### config.mk
export PLATFORM = sky130hd
export DESIGN_NAME = bsp_div
export DESIGN_NICKNAME = d
export VERILOG_FILES = /design/src/rtl/core/bsp_pkg.sv /design/src/rtl/core/bsp_div.sv
export SDC_FILE = /design/constraint.sdc
export NUM_CORES = 2
export LEC_CHECK = 0
export BUFFER_PORTS_ARGS = -buffer_cell sky130_fd_sc_hd__buf_4
export CORE_UTILIZATION = 35
export DETAILED_ROUTE_END_ITERATION = 10
export GPL_TIMING_DRIVEN = 0
export PLACE_DENSITY = 0.48
export SLEW_MARGIN = 20
export SYNTH_ARGS = -nofsm -noshare
export SYNTH_HDL_FRONTEND = slang
export SYNTH_SLANG_ARGS = --single-unit
### constraint.sdc
create_clock -name i_clk -period 4.6 [get_ports i_clk]
set_clock_uncertainty 0.2 [all_clocks]
set_input_delay 0.92 -clock i_clk [delete_from_list [all_inputs] [get_ports i_clk]]
set_output_delay 0.92 -clock i_clk [all_outputs]
set_load 0.05 [all_outputs]
### src/rtl/core/bsp_pkg.sv
`timescale 1ns / 1ps
package bsp_pkg;

    localparam int DivW  = 48;
    localparam int QBits = 17;
    localparam int WideW = DivW + QBits;

    typedef logic [DivW-1:0]  t_mag;
    typedef logic [WideW-1:0] t_wide;
    typedef logic [QBits-1:0] t_quot;

    typedef enum logic [2:0] {
        REG_PLAYER_X  = 3'd0,
        REG_PLAYER_Y  = 3'd1,
        REG_DIR_X     = 3'd2,
        REG_DIR_Y     = 3'd3,
        REG_PLANE_X   = 3'd4,
        REG_PLANE_Y   = 3'd5,
        REG_SCREEN_W  = 3'd6,
        REG_SCREEN_H  = 3'd7
    } t_reg_idx;

    typedef struct packed {
        logic valid;
        logic zero;
        logic front;
    } t_side;

endpackage

### src/rtl/core/bsp_div.sv
`timescale 1ns / 1ps
module bsp_div (
    input  logic                i_clk,
    input  bsp_pkg::t_mag       i_num,
    input  bsp_pkg::t_mag       i_den,
    input  logic                i_neg,
    output logic signed [15:0]  o_quot
);
    import bsp_pkg::*;

    t_mag  r_rem [0:QBits];
    t_mag  r_den [0:QBits];
    t_quot r_q   [0:QBits];
    logic  r_neg [0:QBits];
    logic  r_ovf [0:QBits];

    t_wide n_sub  [0:QBits-1];
    logic  n_take [0:QBits-1];
    t_mag  n_rem  [0:QBits-1];
    t_quot n_q    [0:QBits-1];

    always_comb begin
        for (int i = 0; i < QBits; i++) begin
            n_sub[i]  = {QBits'(0), r_den[i]} << (QBits - 1 - i);
            n_take[i] = ({QBits'(0), r_rem[i]} >= n_sub[i]);
            n_rem[i]  = n_take[i] ? (r_rem[i] - n_sub[i][DivW-1:0]) : r_rem[i];
            n_q[i]    = n_take[i] ? (r_q[i] | (t_quot'(1) << (QBits - 1 - i))) : r_q[i];
        end
    end

    always_ff @(posedge i_clk) begin
        r_rem[0] <= i_num;
        r_den[0] <= i_den;
        r_q[0]   <= '0;
        r_neg[0] <= i_neg;
        r_ovf[0] <= ({QBits'(0), i_num} >= {i_den, QBits'(0)});
        for (int i = 0; i < QBits; i++) begin
            r_rem[i+1] <= n_rem[i];
            r_den[i+1] <= r_den[i];
            r_q[i+1]   <= n_q[i];
            r_neg[i+1] <= r_neg[i];
            r_ovf[i+1] <= r_ovf[i];
        end
    end

    always_comb begin
        if (r_neg[QBits]) begin
            if (r_ovf[QBits] || r_q[QBits] > QBits'(32768)) begin
                o_quot = -16'sd32768;
            end else begin
                o_quot = 16'(-$signed({1'b0, r_q[QBits]}));
            end
        end else begin
            if (r_ovf[QBits] || r_q[QBits] > QBits'(32767)) begin
                o_quot = 16'sd32767;
            end else begin
                o_quot = $signed(r_q[QBits][15:0]);
            end
        end
    end

endmodule

; ---- Word-level counts from Yosys, hierarchy flattened
; Memory sizes are Yosys's and may differ from the RTL's.
; Index checks and enable logic that the tools add are counted.
[totals]
ram_bits = 2070
register_bits = 0
n_memories = 5
input_bits = 98
out_inout_bits = 16
word_cells = 82
[classes]
order_cmp = 20
n_reduce_logical = 2
addsub = 18
mux = 37
[memory_table]
columns = name, depth, width, read_ports, rd_clocked_by_memory_dff, write_ports, line
row1 = r_den, 18, 48, 17, 0, 18, bsp_div.sv:12  ; t_mag r_den [0:QBits];
row2 = r_rem, 18, 48, 17, 0, 18, bsp_div.sv:11  ; t_mag r_rem [0:QBits];
row3 = r_q, 18, 17, 18, 0, 18, bsp_div.sv:13  ; t_quot r_q [0:QBits];
row4 = r_neg, 18, 1, 18, 0, 18, bsp_div.sv:14  ; logic r_neg [0:QBits];
row5 = r_ovf, 18, 1, 18, 0, 18, bsp_div.sv:15  ; logic r_ovf [0:QBits];
[ops]
columns = cell, n
row1 = $mux 48, 17
row2 = $sub 48x48->48, 17
row3 = $ge 48x65->1, 1
row4 = $ge 48x64->1, 1
row5 = $mux 16, 4
row6 = $ge 48x63->1, 1
row7 = $ge 48x62->1, 1
row8 = $ge 48x61->1, 1
row9 = $ge 48x60->1, 1
row10 = $ge 48x59->1, 1
row11 = $ge 48x58->1, 1
row12 = $ge 48x57->1, 1
row13 = $ge 48x56->1, 1
row14 = $ge 48x55->1, 1
row15 = $ge 48x54->1, 1
row16 = $ge 48x53->1, 1
row17 = $ge 48x52->1, 1
row18 = $ge 48x51->1, 1
row19 = $ge 48x50->1, 1
row20 = $ge 48x49->1, 1
row21 = $ge 48x48->1, 1
row22 = $gt 17x15->1 const B, 1
row23 = $gt 17x16->1 const B, 1
row24 = $mux 17, 1
row25 = 17 further kinds, 18

; ---- Depth between registers and ports, before layout
; An unclocked memory read counts as a cell.
[depth]
depth_word = 5
depth_mapped = 18

; ---- Worst setup path after synthesis
; No wires, ideal clock.
[synth_timing]
path_type = reg2out
start = mem r_q[17][1] in the netlist's numbering
end = out o_quot[11]
t_required_ps = 3480
setup_slack_ps = -639
path_stages_with_launch = 14
arrival_time_ps = 4119
n_path_buf = 0
path_cell_list = dfxtp_1 -> inv_1 -> ha_1 -> nand2_1 -> or2_1 -> nor2_1 -> nand2_1 -> or3_1 -> or3_1 -> o21ai_1 -> nand2_1 -> inv_1 -> nand2_1 -> o311ai_0
[synth_rtl]
columns = element, line
row1 = from (decl), bsp_div.sv:13
row2 = to (decl), bsp_div.sv:7  ; output logic signed [15:0] o_quot

==> results.yml <==
grt:
  grt_pass1_vias: 64100
  antenna_found_initial: 2
  top_usage_layer: "met2"
  grt-ovfl-total: 0
  grt_max_degree: 17
  use_met1_pct: 17.8
  gr-usage-met3_pct: 2.31
  grt_use_total_pct: 19.1
  grt_use_met2_pct: 37.6
  grt_pass1_wl_mm: 352
timing:
  setup_ws_ns: -0.388
  fin_crit_sh_pct: 108
  grt_setup_unrepaired: "yes"
  final_hold_viol_count: 0
  max_freq_mhz: 200
  drv_slew: 0
  final-setup-viol-count: 16
  slew_headroom_pct: 24.3
  finalHoldWorstSlack_ns: 0.110
  worst_slew_pin_slew_ns: 1.12
  min_period_ns: 4.99
detailed_routing:
  dr.pass1.iters: 5
  antenna_left: 0
  drc: 0
  finalWirelength_mm: 228
  drt_iter0_markers: 2477
  wl_per_cell_um: 18.4
  vias: 60600
  viasPerCell: 4.89
hold_path:
  hp-class: "flip-flop to flip-flop"
finish:
  layout-drive-gt1-share_pct: 9.60
  final_core_util_pct: 41.5
  layout_common_cells: "1818 x dfxtp_1, 914 x inv_1, 781 x nand2_1"
  fill_cells: 22300
  final-seq-area_mm2: 0.0365
  area_growth_syn_to_layout_pct: 17.5
  multiInputGateArea_mm2: 0.0411
  final_nets: 10000
  final_common_cell: "dfxtp_1"
job:
  drv_cap: 0
worst_setup_path:
  start_kind: "flip-flop"
  cp-end-kind: "output pin"
  cp.required_ns: 3.48
  cp_max_fo: 3
  worstSetupPathType: "flip-flop to output pin"
  cp_data_arrival_time_ns: 3.87
cts:
  tritoncts: "built"
  root_buffer: "clkbuf_16"
  cts-htree-levels: 4
  numCtsBuffers: 203
  cts_buffer_depth: 3
  path_clk_slew_ns: 0.06
  clock_latency_ns: 0.84
  cts.sinks: 1821
synth:
  ys_warn_count: 0
  yosysSeqAreaShare_pct: 44.8
  async_reset_ff_share_pct: 0
  syn_inst: 8736
  synth.distinct_cells: 109
  syn_area_per_cell_um2: 9.32
  synth-edff-count: 0
  syn-cell-area_mm2: 0.0814
  synth_ff_type: "dfxtp_1"
  syn_nets: 9563
  ys_ff_latch: 1821
placement:
  place.gp.congestion: 0.948
  hpwlAfterDp_mm: 186
  portBuffers: 113
  dp_slack_ns: -1.12
pwr:
  p_int_mw: 30.7
  sw_frac_of_total_pct: 27.7
  p_leak_nw: 45.1
  p_seq_share_pct: 41.0
  power_density_mw_per_mm2: 443
  pwr-share-clk_pct: 40.6
  vdd_drop_max_mv: 0.318
  switchingPower_mw: 11.7
  power_frac_comb_pct: 18.4
  finalPower_mw: 42.4
floorplan:
  core_area_mm2: 0.231
  boundaryPins: 114
  die_width_um: 484
  rows: 176
  die_area_mm2: 0.235
  initial_core_util_pct: 35.3
  die_h_um: 484
status:
  violations: "setup timing"
  status: "complete, but fails checks"
==> per-stage QoR <==
stage          area [µm²]  TNS (ns)  instances
2_1_floorplan       81400    -0.653       8736
3_3_place_gp        86100   -232.48      11900
3_5_place_dp        86100   -184.18      11900
4_1_cts             95300     -4.61      12400
5_1_grt             95700     -6.09      12400
6_report            95700     -3.40      12400
==> critical path, stage by stage, from the launching register on <==
cell and delay (ns):
dfxtp_4 0.36, or3_4 0.38, or3_4 0.34, or3_4 0.34, or3_4 0.35, or3_4 0.34
or3_4 0.36, nor3_4 0.13, xnor2_1 0.13, o21a_1 0.14, buf_6 0.16
==> path summary, 6_finish.rpt <==
check	end	depth (start not counted)	from	slack (ns)
worst max-delay path	o_quot[15]	10	r_q[17][1]	-0.39
worst min-delay path	r_q[17][10]	0	r_q[16][10]	0.11
worst max register to register	r_rem[7][43]	16	r_den[6][0]	0.10
worst min register to register	r_q[17][10]	0	r_q[16][10]	0.11
==> logic make-up after synthesis <==
logic type | count (synthesis) | synth area share [%]
AO/OA/AOI/OAI | 2419 | 18.7
AND/OR/NAND/NOR | 1917 | 11.4
flip-flops | 1821 | 44.8
buffers and inverters | 1141 | 5.56
adder cells (fa/ha/maj) | 729 | 11.3
XOR/XNOR | 557 | 5.99
multiplexers | 152 | 2.26
==> power groups by stage <==
stage / Sequential [mW] / Clock, mW / Combinational, mW
finish: 17.4 / 17.2 / 7.82
CTS: 17.4 / 17.8 / 7.71
floorplan: 17.4 / 0 / 5.61
detailed placement: 17.7 / 0 / 7.38
global route: 17.5 / 18.5 / 8.66
global placement: 17.7 / 0 / 7.32
==> cell type report <==
class | instances | area share, %
clock buffer | 297 | 6.21
sequential | 1821 | 38.1
multi-input combinational | 5775 | 43.0
tap | 3026 | 3.96
antenna | 2 | 0.00523
inverter | 920 | 3.62
timing repair buffer | 252 | 2.38
clock inverter | 82 | 1.40
buffer | 221 | 1.30
==> registers in the layout, summed over array words and instances, names as in the netlist <==
| name | count |
|---|---|
| r_rem | 816 |
| r_ovf | 18 |
| r_den | 816 |
| r_neg | 18 |
| r_q | 153 |
==> routing by layer <==
metal  vias to the layer above  part of all wire (%)
li1                      31200                     -
met1                     27700                    36
met2                      1055                    53
met3                       607                   2.4
met4                         0                   8.4
met5                         -                     0
==> cells in the mapped netlist (all sizes together), types with 115 or more instances <==
cell	instances	share of area, %
inv	920	4.2
clkbuf	130	0.60
nand2	791	3.6
a21oi	606	3.8
dfxtp	1821	45
xnor2	318	3.4
ha	713	11
nand4	138	1.1
a21o	427	3.9
mux2	142	2.1
nor2	295	1.4
o21ai	784	4.8
nand3	115	0.71
xor2	239	2.6
==> timing repair <==
action,4_1_cts,5_1_grt
buffers inserted,25,12
cloned,2,0
pin swaps,24,10
setup endpoints to repair,578,429
resized for setup,149,84
hold buffers,97,0
hold endpoints to repair,97,0
Note: power is estimated with default switching activity, not from simulation.
